--- src/hdl/ocx_pkg.sv ---
// Package for the order crossover block: shared widths, controller state type,
// and the command/status structs that join the controller and the datapath.
// Depends on nothing.
package ocx_pkg;

    localparam int CITY_W = 6;

    typedef enum logic [2:0] {
        S_LOAD,
        S_MARK_RD,
        S_MARK_SET,
        S_POS,
        S_SEL
    } t_state;

    typedef struct packed {
        logic accept;    // item taken this cycle
        logic mark_set;  // record segment city from mother read data
        logic sel;       // evaluate child position from read data
        logic active;    // crossover in progress
    } t_cmd;

    typedef struct packed {
        logic seg_done;  // marking pointer sits on the upper cut
        logic emit;      // current selection produces a child city
        logic pos_last;  // current child position is the final one
    } t_stat;

endpackage

--- src/hdl/ocx_ctrl.sv ---
// Controller state machine for the order crossover block.
// Depends on ocx_pkg; drives commands to ocx_datapath and reads its status.
module ocx_ctrl (
    input  logic            i_clk,
    input  logic            i_rst_n,
    input  logic            start,
    input  logic            i_last_element,
    input  ocx_pkg::t_stat  i_stat,
    output ocx_pkg::t_cmd   o_cmd,
    output logic            busy
);

    ocx_pkg::t_state r_state;
    ocx_pkg::t_state n_state;

    always_ff @(posedge i_clk) begin
        if (!i_rst_n) begin
            r_state <= ocx_pkg::S_LOAD;
        end else begin
            r_state <= n_state;
        end
    end

    always_comb begin
        n_state = r_state;
        unique case (r_state)
            ocx_pkg::S_LOAD: begin
                if (start && i_last_element) begin
                    n_state = ocx_pkg::S_MARK_RD;
                end
            end
            ocx_pkg::S_MARK_RD: begin
                n_state = ocx_pkg::S_MARK_SET;
            end
            ocx_pkg::S_MARK_SET: begin
                n_state = i_stat.seg_done ? ocx_pkg::S_POS : ocx_pkg::S_MARK_RD;
            end
            ocx_pkg::S_POS: begin
                n_state = ocx_pkg::S_SEL;
            end
            ocx_pkg::S_SEL: begin
                n_state = (i_stat.emit && i_stat.pos_last) ? ocx_pkg::S_LOAD
                                                           : ocx_pkg::S_POS;
            end
            default: begin
                n_state = ocx_pkg::S_LOAD;
            end
        endcase
    end

    always_comb begin
        busy            = (r_state != ocx_pkg::S_LOAD);
        o_cmd.accept    = start && (r_state == ocx_pkg::S_LOAD);
        o_cmd.mark_set  = (r_state == ocx_pkg::S_MARK_SET);
        o_cmd.sel       = (r_state == ocx_pkg::S_SEL);
        o_cmd.active    = (r_state != ocx_pkg::S_LOAD);
    end

endmodule

--- src/hdl/ocx_datapath.sv ---
// Datapath for the order crossover block: parent stores, segment marks,
// cut registers, position and father pointers, and the result register.
// Depends on ocx_pkg; commanded by ocx_ctrl.
module ocx_datapath #(
    parameter int MAX_CITIES = 64
) (
    input  logic                        i_clk,
    input  logic                        i_rst_n,
    input  ocx_pkg::t_cmd               i_cmd,
    output ocx_pkg::t_stat              o_stat,
    input  logic [ocx_pkg::CITY_W-1:0]  i_father_city,
    input  logic [ocx_pkg::CITY_W-1:0]  i_mother_city,
    input  logic [ocx_pkg::CITY_W-1:0]  i_cut_first,
    input  logic [ocx_pkg::CITY_W-1:0]  i_cut_last,
    input  logic                        i_last_element,
    output logic                        o_strobe,
    output logic [ocx_pkg::CITY_W-1:0]  o_child_city,
    output logic [ocx_pkg::CITY_W-1:0]  o_child_position,
    output logic                        o_last_city
);

    localparam int CW   = ocx_pkg::CITY_W;
    localparam int AW   = $clog2(MAX_CITIES);
    localparam int CNTW = $clog2(MAX_CITIES + 1);
    localparam int CMPW = CW + 1;
    localparam int SPAN = 2 ** CW;

    logic [CW-1:0]   r_fmem [MAX_CITIES];
    logic [CW-1:0]   r_mmem [MAX_CITIES];
    logic [CW-1:0]   r_fq;
    logic [CW-1:0]   r_mq;
    logic [SPAN-1:0] r_mark;
    logic [CNTW-1:0] r_cnt;
    logic [CNTW-1:0] r_len;
    logic [CNTW-1:0] r_k;
    logic [AW-1:0]   r_idx;
    logic [AW-1:0]   r_lo;
    logic [AW-1:0]   r_hi;

    logic            w_full;
    logic [CNTW-1:0] w_len;
    logic [AW-1:0]   w_c1;
    logic [AW-1:0]   w_c2;
    logic            w_in_seg;
    logic            w_f_done;
    logic            w_skip;

    assign w_full = (r_cnt == CNTW'(MAX_CITIES));
    assign w_len  = w_full ? r_cnt : r_cnt + CNTW'(1);

    // saturate each cut to len - 1
    assign w_c1 = (CMPW'(i_cut_first) >= CMPW'(w_len)) ? AW'(w_len - CNTW'(1))
                                                       : AW'(i_cut_first);
    assign w_c2 = (CMPW'(i_cut_last) >= CMPW'(w_len)) ? AW'(w_len - CNTW'(1))
                                                      : AW'(i_cut_last);

    assign w_in_seg = (r_idx >= r_lo) && (r_idx <= r_hi);
    assign w_f_done = (r_k >= r_len);
    assign w_skip   = !w_in_seg && !w_f_done && r_mark[r_fq];

    assign o_stat.seg_done = (r_idx == r_hi);
    assign o_stat.emit     = !w_skip;
    assign o_stat.pos_last = ((CNTW'(r_idx) + CNTW'(1)) == r_len);

    // parent stores: one write and one registered read each
    always_ff @(posedge i_clk) begin
        if (i_cmd.accept && !w_full) begin
            r_fmem[r_cnt[AW-1:0]] <= i_father_city;
            r_mmem[r_cnt[AW-1:0]] <= i_mother_city;
        end
        r_fq <= r_fmem[r_k[AW-1:0]];
        r_mq <= r_mmem[r_idx];
    end

    always_ff @(posedge i_clk) begin
        if (!i_rst_n) begin
            r_cnt    <= '0;
            r_mark   <= '0;
            o_strobe <= 1'b0;
        end else begin
            o_strobe <= i_cmd.sel && !w_skip;
            if (i_cmd.accept) begin
                if (i_last_element) begin
                    r_cnt  <= '0;
                    r_mark <= '0;
                end else if (!w_full) begin
                    r_cnt <= r_cnt + CNTW'(1);
                end
            end
            if (i_cmd.mark_set) begin
                r_mark[r_mq] <= 1'b1;
            end
        end
    end

    always_ff @(posedge i_clk) begin
        if (i_cmd.accept && i_last_element) begin
            r_len <= w_len;
            r_k   <= '0;
            r_lo  <= (w_c1 > w_c2) ? w_c2 : w_c1;
            r_hi  <= (w_c1 > w_c2) ? w_c1 : w_c2;
            r_idx <= (w_c1 > w_c2) ? w_c2 : w_c1;
        end
        if (i_cmd.mark_set) begin
            r_idx <= (r_idx == r_hi) ? '0 : r_idx + AW'(1);
        end
        if (i_cmd.sel) begin
            if (!w_in_seg && !w_f_done) begin
                r_k <= r_k + CNTW'(1);
            end
            if (!w_skip) begin
                r_idx <= r_idx + AW'(1);
            end
        end
    end

    // result register
    always_ff @(posedge i_clk) begin
        if (i_cmd.sel) begin
            o_child_city     <= w_in_seg ? r_mq : (w_f_done ? '0 : r_fq);
            o_child_position <= CW'(r_idx);
            o_last_city      <= o_stat.pos_last;
        end
    end

    a_cut_order: assert property (@(posedge i_clk) disable iff (!i_rst_n)
        i_cmd.active |-> r_lo <= r_hi)
        else $error("lower cut above upper cut");

    a_cut_range: assert property (@(posedge i_clk) disable iff (!i_rst_n)
        i_cmd.active |-> CNTW'(r_hi) < r_len)
        else $error("upper cut beyond list length");

    a_father_ptr: assert property (@(posedge i_clk) disable iff (!i_rst_n)
        i_cmd.active |-> r_k <= r_len)
        else $error("father pointer ran past list length");

endmodule

--- src/hdl/order_crossover_permutation.sv ---
// Top level of the order crossover block: ties the controller to the datapath.
// Depends on ocx_pkg, ocx_ctrl and ocx_datapath.
//
// Loading takes one cycle per item while busy is low; the item with
// i_last_element set closes the list and carries the cut points. The block
// then holds busy high while it marks the mother's segment (S_MARK_RD then
// S_MARK_SET per segment position) and builds the child (S_POS then S_SEL per
// child position, plus another S_POS/S_SEL pass per father city skipped
// because it lies in the segment). The states pair up because each parent
// store has one registered read port: a lookup needs an address state and a
// data state. Each child city appears on the outputs for a single cycle with
// o_strobe high and the receiver cannot stall it; o_last_city marks the final
// one; busy is low in that cycle, so the next list can start loading then.
module order_crossover_permutation #(
    parameter int MAX_CITIES = 64
) (
    input  logic                        i_clk,
    input  logic                        i_rst_n,
    input  logic                        start,
    output logic                        busy,
    input  logic [ocx_pkg::CITY_W-1:0]  i_father_city,
    input  logic [ocx_pkg::CITY_W-1:0]  i_mother_city,
    input  logic [ocx_pkg::CITY_W-1:0]  i_cut_first,
    input  logic [ocx_pkg::CITY_W-1:0]  i_cut_last,
    input  logic                        i_last_element,
    output logic                        o_strobe,
    output logic [ocx_pkg::CITY_W-1:0]  o_child_city,
    output logic [ocx_pkg::CITY_W-1:0]  o_child_position,
    output logic                        o_last_city
);

    ocx_pkg::t_cmd  w_cmd;
    ocx_pkg::t_stat w_stat;

    ocx_ctrl u_ctrl (
        .i_clk          (i_clk),
        .i_rst_n        (i_rst_n),
        .start          (start),
        .i_last_element (i_last_element),
        .i_stat         (w_stat),
        .o_cmd          (w_cmd),
        .busy           (busy)
    );

    ocx_datapath #(
        .MAX_CITIES (MAX_CITIES)
    ) u_datapath (
        .i_clk            (i_clk),
        .i_rst_n          (i_rst_n),
        .i_cmd            (w_cmd),
        .o_stat           (w_stat),
        .i_father_city    (i_father_city),
        .i_mother_city    (i_mother_city),
        .i_cut_first      (i_cut_first),
        .i_cut_last       (i_cut_last),
        .i_last_element   (i_last_element),
        .o_strobe         (o_strobe),
        .o_child_city     (o_child_city),
        .o_child_position (o_child_position),
        .o_last_city      (o_last_city)
    );

    a_strobe_busy: assert property (@(posedge i_clk) disable iff (!i_rst_n)
        o_strobe |-> $past(busy))
        else $error("result emitted outside a crossover");

    a_last_idle: assert property (@(posedge i_clk) disable iff (!i_rst_n)
        o_strobe && o_last_city |-> !busy)
        else $error("still busy after final child city");

endmodule

--- config.mk ---
export PLATFORM = sky130hd
export DESIGN_NAME = order_crossover_permutation
export DESIGN_NICKNAME = d
export VERILOG_FILES = /design/src/hdl/ocx_pkg.sv /design/src/hdl/ocx_ctrl.sv /design/src/hdl/ocx_datapath.sv /design/src/hdl/order_crossover_permutation.sv
export SDC_FILE = /design/constraint.sdc
export NUM_CORES = 1
export LEC_CHECK = 0
export ABC_AREA = 1
export BUFFER_PORTS_ARGS = -buffer_cell sky130_fd_sc_hd__buf_4
export CORE_ASPECT_RATIO = 1.4
export CORE_MARGIN = 2
export CORE_UTILIZATION = 55
export DETAILED_ROUTE_END_ITERATION = 10
export PLACE_DENSITY_LB_ADDON = 0.1
export SLEW_MARGIN = 20
export SYNTH_ARGS = -nofsm -noshare
export SYNTH_HDL_FRONTEND = slang
export SYNTH_SLANG_ARGS = --single-unit
--- constraint.sdc ---
create_clock -name i_clk -period 7.9 [get_ports i_clk]
set_input_delay 0.79 -clock i_clk [delete_from_list [all_inputs] [get_ports i_clk]]
set_output_delay 0.79 -clock i_clk [all_outputs]
set_load 0.01 [all_outputs]
======== After elaboration in Yosys (flattened, before gate mapping) ========
Memory sizes are Yosys's and may differ from the RTL's. A register that Yosys moved wholly into a read port is not among the register bits.
Cells that the tools add are included.
operators by class
  add/sub/neg operators ................... 5
  magnitude comparators ................... 9
  equality and inequality tests ........... 8
  multiplexer cells ....................... 30
  bitwise operators ....................... 1
  reduce and logical (&&, ||, !) cells .... 16
operator list
  operator                                                           count
  two-way mux 64 bit                                                 4
  two-way mux 6 bit                                                  11
  OR 64 bit                                                          1
  two-way mux 7 bit                                                  5
  case mux 3 bit (5 select lines)                                    1
  adder 7 x 1 -> 7 bit, second input constant                        2
  greater-or-equal comparator 6 x 7 -> 1 bit                         2
  < comparator 6 x 7 -> 1 bit, second input constant                 2
  logical AND 1 bit                                                  10
  adder 6 x 1 -> 7 bit, second input constant                        1
  == test 7 bit                                                      1
  == test 7 bit, second input constant                               1
  greater-or-equal comparator 7 bit                                  1
  adder 6 x 1 -> 6 bit, second input constant                        1
  binary-select mux 1 bit (select 6 bit)                             1
  demux 1 bit (select 6 bit)                                         1
  == test 3 x 2 -> 1 bit, second input constant                      2
  == test 6 bit                                                      1
  greater-or-equal comparator 6 x 1 -> 1 bit, second input constant  1
  greater-or-equal comparator 6 bit                                  1
  greater-than comparator 6 bit                                      1
  <= comparator 6 bit                                                1
  subtractor 6 x 1 -> 6 bit, second input constant                   1
  logical NOT 1 bit                                                  4
  other kinds (8)                                                    12
word-level totals
  bits in registers ....................... 120
  memory bits (writable) .................. 768
  input bits .............................. 28
  logic and storage cells ................. 83
  memories kept ........................... 2
memory list
  name               depth  bits a word  rd ports  clocked after memory_dff  wr ports  line                source
  u_datapath.r_fmem  64     6            1         1                         1         ocx_datapath.sv:28  logic [CW-1:0] r_fmem [MAX_CITIES];
  u_datapath.r_mmem  64     6            1         1                         1         ocx_datapath.sv:29  logic [CW-1:0] r_mmem [MAX_CITIES];

======== Logic depth before layout (Yosys ltp) ========
  word-level depth ........................ 10
  depth in mapped cells ................... 31

======== Hierarchy ========
From an unflattened synthesis, not the netlist that was laid out.
second synthesis, totals
  cells, all modules ...................... 3,121
  area total of the unflattened synthesis .. 36,785.3 µm²
by module, submodules not included
  module        instances  cells an instance  area an instance (µm²)  seq. area each (µm²)
  ocx_datapath  1          3,092              36,605.1                25,964.9
  ocx_ctrl      1          29                 180.2                   60.1

======== Least setup slack after synthesis ========
Ideal clock, no wire load.
  path kind ............................... flip-flop to flip-flop
  start ................................... reg u_datapath.r_cnt[0]
  end ..................................... reg u_datapath.r_hi[5], data pin
  library setup time ...................... 0.266 ns
  arrival ................................. 3.793 ns
  data required time ...................... 7.634 ns
  setup slack ............................. 3.841 ns
  stages on the path, launching flop included .. 26
  buffers on the path ..................... 2
  path through ............................ dfxtp_1 -> buf_4 -> inv_2 -> ha_1 -> nand3_1 -> nor2_2 -> nand2_1 -> nand2_1 -> inv_1 -> ha_1 -> o21ai_0 -> nand3_1 -> nand2_1 -> nand4_1 -> nand2_1 -> nand2_4 -> nand2_8 -> nand2_2 -> and2_4 -> ha_1 -> nand2_1 -> nor2_1 -> o21ai_0 -> a31oi_1 -> clkbuf_1 -> o21ai_1
between the ends
  longest elaborated chain between the ends .. 6
RTL lines
  item                                                          line                                    source
  from (decl)                                                   ocx_datapath.sv:33                      logic [CNTW-1:0] r_cnt;
  from (signal assigned)                                        ocx_datapath.sv:87                      r_cnt <= r_cnt + CNTW'(1);
  adder 7 x 1 -> 7 bit / == test 7 bit (equally long branches)  ocx_datapath.sv:49, ocx_datapath.sv:48
  two-way mux 7 bit *                                           ocx_datapath.sv:49                      assign w_len = w_full ? r_cnt : r_cnt + CNTW'(1);
  via u_datapath.w_len[0]                                       ocx_datapath.sv:41                      logic [CNTW-1:0] w_len;
  subtractor 6 x 1 -> 6 bit (tied with other cells)             ocx_datapath.sv:52, ocx_datapath.sv:54
  two-way mux 6 bit, on equally long branches                   ocx_datapath.sv:52, ocx_datapath.sv:54
  greater-than comparator 6 bit                                 ocx_datapath.sv:101                     r_hi <= (w_c1 > w_c2) ? w_c1 : w_c2;
  two-way mux 6 bit *                                           ocx_datapath.sv:101
  to (signal assigned)                                          ocx_datapath.sv:101
  to (decl)                                                     ocx_datapath.sv:38                      logic [AW-1:0] r_hi;
The timed path passes the listed nets; every way through them passes the cells marked *.
A chain may end at the register's enable or synchronous reset.

======== Final worst setup path ========
  start ................................... reg u_datapath.r_cnt[0]
  end ..................................... reg u_datapath.r_idx[5]
between the ends
  longest elaborated chain between the ends .. 10
RTL lines
  item                                                          line                                    source
  adder 7 x 1 -> 7 bit / == test 7 bit (equally long branches)  ocx_datapath.sv:49, ocx_datapath.sv:48
  two-way mux 7 bit *                                           ocx_datapath.sv:49
  via u_datapath.w_len[0]                                       ocx_datapath.sv:41
  subtractor 6 x 1 -> 6 bit (tied with other cells)             ocx_datapath.sv:52, ocx_datapath.sv:54
  two-way mux 6 bit, on equally long branches                   ocx_datapath.sv:52, ocx_datapath.sv:54
  greater-than comparator 6 bit                                 ocx_datapath.sv:102                     r_idx <= (w_c1 > w_c2) ? w_c2 : w_c1;
  two-way mux 6 bit *                                           ocx_datapath.sv:102
  two-way mux 6 bit *                                           ocx_datapath.sv:97                      if (i_cmd.accept && i_last_element) begin
  two-way mux 6 bit *                                           ocx_datapath.sv:104                     if (i_cmd.mark_set) begin
  two-way mux 6 bit                                             ocx_datapath.sv:111                     if (!w_skip) begin
  two-way mux 6 bit *                                           ocx_datapath.sv:107                     if (i_cmd.sel) begin
  to (signal assigned)                                          ocx_datapath.sv:102
  to (signal assigned)                                          ocx_datapath.sv:105                     r_idx <= (r_idx == r_hi) ? '0 : r_idx + AW'(1);
  to (signal assigned)                                          ocx_datapath.sv:112                     r_idx <= r_idx + AW'(1);
  to (decl)                                                     ocx_datapath.sv:36                      logic [AW-1:0] r_idx;
Marks and branches as above.

==> impl_metrics.env <==
export IMPL_outcome="complete, no violations"
export IMPL_drv_slew=0
export IMPL_wl_per_cell_um=25.17
export IMPL_synth_cell_types=52
export IMPL_slew_limit_headroom_pct=14.88
export IMPL_worstMarginPinSlew_ps=1261
export IMPL_hold_buffers=0
export IMPL_finalSetupViolCount=0
export IMPL_start_util_pct=55.69
export IMPL_p_clk_share_pct=35.0
export IMPL_hp_class="in -> reg"
export IMPL_synthFlopType="edfxtp_1"
export IMPL_synth_top_area_share_pct=64.54
export IMPL_cts_root_buf="clkbuf_16"
export IMPL_worstPathArrival_ps=5260
export IMPL_fmax_mhz=212.1
export IMPL_post_cts_resized=0
export IMPL_cpMostUsedCell="nand2_1"
export IMPL_ir_drop_mv=0.2148
export IMPL_dieArea_mm2=0.06981
export IMPL_p_sw_share_pct=30.71
export IMPL_htreeDepth=3
export IMPL_antenna_found_initial=0
export IMPL_synth_seq_cells=900
export IMPL_dieWidth_um=223.9
export IMPL_portBuffers=42
export IMPL_path_max_fanout=17
export IMPL_diodes=0
export IMPL_cts_max_path_buffers=3
export IMPL_period_share_pct=59.69
export IMPL_grt_pass1_vias=25000
export IMPL_holdPathStages=3
export IMPL_tns_ps=0
export IMPL_viasPerCell=6.242
export IMPL_layout_common_cells="edfxtp_1 (800), nor2_1 (486), o21ai_0 (438)"
export IMPL_syn_nets=3294
export IMPL_ios=43
export IMPL_post_route_drc_count=0
export IMPL_sequentialPowerShare_pct=44.9
export IMPL_syn_area_per_cell_um2=11.52
export IMPL_powerDensity_mw_per_mm2=291.7
export IMPL_rr_startpoint="u_datapath.r_cnt[0]$_SDFFE_PN0P_"
export IMPL_async_flop_share_pct=0
export IMPL_grt_max_degree=147
export IMPL_hold_viol_final=0
export IMPL_place_congestion=0.9362
export IMPL_insertion_delay_ps=650
export IMPL_crit_type="reg -> reg"
export IMPL_cts_setup_buffers=0
export IMPL_cp_end_kind="register"
export IMPL_r2r_end="u_datapath.r_idx[5]$_DFF_P_"
export IMPL_reg2reg_slack_ps=3180
export IMPL_postSynthCellCount=3232
export IMPL_internal_power_w=0.008336
export IMPL_cp_slowest_cell="dfxtp_1"
export IMPL_cp_slowest_stage_delay_ps=520
export IMPL_netlist_area_mm2=0.03722
export IMPL_cap_violations=0
export IMPL_min_delay_start="i_rst_n"
export IMPL_yosys_area_top_type="edfxtp_1"
export IMPL_area_growth_pct=10.80
export IMPL_leakagePower_nw=13.83
export IMPL_totalWireLength_um=104400
export IMPL_ant_nets=0
export IMPL_grt_use_total_pct=29.89
export IMPL_hold_end="u_datapath.r_mark[62]$_SDFF_PN0_"
export IMPL_dieHeight_um=311.8
export IMPL_clock_sinks=900
export IMPL_num_vias=25890
export IMPL_cts_tree="done"
export IMPL_startpoint_type="register"
export IMPL_combinationalPowerShare_pct=20.0
export IMPL_yosysSeqAreaShare_pct=69.91
export IMPL_power_switching_w=0.003694
export IMPL_core_mm2=0.06684
export IMPL_cts_made_buffers=86
export IMPL_dpl_hpwl_um=63140
export IMPL_ys_top_cells_by_area="edfxtp_1 (65%), o21ai_0 (5.9%), dfxtp_1 (5.4%), nor2_1 (5.4%), nand2_1 (4.1%)"
export IMPL_worstPathRequired_ps=8440
export IMPL_grt_pass1_wl_um=155000
export IMPL_first_pass_iters=6
export IMPL_grt_ovfl_total=0
export IMPL_finalCriticalPeriod_ps=4715
export IMPL_drtIter0Drc=2858
export IMPL_yosys_warnings=0
export IMPL_synth_edf_count=800
export IMPL_ff2ff_path_depth=29
export IMPL_final_common_cell="edfxtp_1"
export IMPL_finClkSkew_ps=27.50
export IMPL_grt_setup_unrepaired="no"
export IMPL_drive_above_1_share_pct=9.991
export IMPL_hold_slack_ps=409.0
export IMPL_num_rows=112
export IMPL_clkSlewWorstSetupHoldPaths_ps=70
export IMPL_nets=3285
-- area by class of cell --
cell class | count | area, µm²
sequential | 900 | 26040
fill | 5226 | 25600
multi-input combinational | 2032 | 10140
clock buffer | 109 | 2333
tap | 855 | 1070
timing repair buffer | 92 | 703.2
clock inverter | 49 | 530.5
inverter | 111 | 427.9
-- synthesized netlist by cell type, drive strengths merged, types with 4 or more instances --
| cell type | n |
|---|---|
| o211ai | 17 |
| clkinv | 4 |
| buf | 37 |
| inv | 107 |
| clkbuf | 152 |
| a21oi | 91 |
| nor3 | 18 |
| nand4 | 22 |
| nor4 | 4 |
| nand3 | 181 |
| ha | 34 |
| xor2 | 8 |
| dfxtp | 100 |
| o22ai | 156 |
| nor2 | 541 |
| nand2 | 425 |
| edfxtp | 800 |
| o21ai | 450 |
| and2 | 4 |
| o21bai | 4 |
| o221ai | 59 |
-- stage by stage --
step	cell area, µm²	setup slack (ps)	utilization, %	instances	power, W
finish	41240	3185	61.70	4148	0.01203
global route	41240	2775	61.70	4148	0.01246
CTS	41170	3165	61.59	4148	0.01204
detailed placement	38310	3207	57.31	3990	0.007875
global placement	38250	3309	57.22	3990	0.007820
floorplan	37220	3841	-	3232	0.006920
-- power groups by stage --
stage / clock, W / sequential, W / combinational, W
floorplan: 0 / 0.00540 / 0.00152
global placement: 0 / 0.00550 / 0.00232
detailed placement: 0 / 0.00551 / 0.00237
CTS: 0.00426 / 0.00540 / 0.00238
global route: 0.00445 / 0.00541 / 0.00260
finish: 0.00421 / 0.00541 / 0.00241
-- worst max-delay path, delay by kind of cell (launching register included) --
family | cells | cell delay [ps]
and+or+nand+nor | 18 | 1880
buffers and inverters | 5 | 850
adders and majority gates | 3 | 830
AOI/OAI and AO/OA | 3 | 520
DFF | 1 | 520
-- sequential cells by signal, summed over array words and instances, names as in the netlist, 6 cells and up --
signal	flops
u_datapath.r_mmem	384
u_datapath.r_idx	6
u_datapath.r_len	7
u_datapath.r_mq	6
u_datapath.r_k	7
u_datapath.r_fq	6
u_datapath.r_lo	6
u_datapath.r_mark	64
u_datapath.r_fmem	384
u_datapath.o_child_city	6
u_datapath.r_cnt	7
u_datapath.r_hi	6
u_datapath.o_child_position	6
-- kinds of logic (layout without fill, tap and decap cells) --
| logic type | Yosys count | after routing | synth area share (%) |
|---|---|---|---|
| AO/OA/AOI/OAI | 786 | 786 | 11.94 |
| XOR/XNOR | 11 | 11 | 0.2790 |
| adder cells (fa/ha/maj) | 34 | 34 | 1.143 |
| buffers and inverters | 300 | 361 | 3.230 |
| flip-flops | 900 | 900 | 69.91 |
| multiplexers | 1 | 1 | 0.02689 |
| AND/OR/NAND/NOR | 1200 | 1200 | 13.47 |
-- worst max path at each step --
stage | start | end | slack (ps)
after detailed placement | u_datapath.r_cnt[0]$_SDFFE_PN0P_ | u_datapath.r_idx[5]$_DFF_P_ | 3210
after floorplan | u_datapath.r_cnt[0]$_SDFFE_PN0P_ | u_datapath.r_hi[5]$_DFFE_PP_ | 3840
final | u_datapath.r_cnt[0]$_SDFFE_PN0P_ | u_datapath.r_idx[5]$_DFF_P_ | 3180
after global placement | u_datapath.r_cnt[0]$_SDFFE_PN0P_ | u_datapath.r_idx[5]$_DFF_P_ | 3310
after global routing | u_datapath.r_cnt[0]$_SDFFE_PN0P_ | u_datapath.r_idx[5]$_DFF_P_ | 2770
after CTS | u_datapath.r_cnt[0]$_SDFFE_PN0P_ | u_datapath.r_idx[5]$_DFF_P_ | 3160
-- layer usage --
layer  global-route usage [%]  vias up  wire (µm)
li1                         -    11700          -
met5                        0        -          0
met2                    50.66     1219      52610
met3                    4.516      242       7900
met4                    17.21        0       5491
met1                    36.48    12730      38410
(Power assumes the default switching activity.)
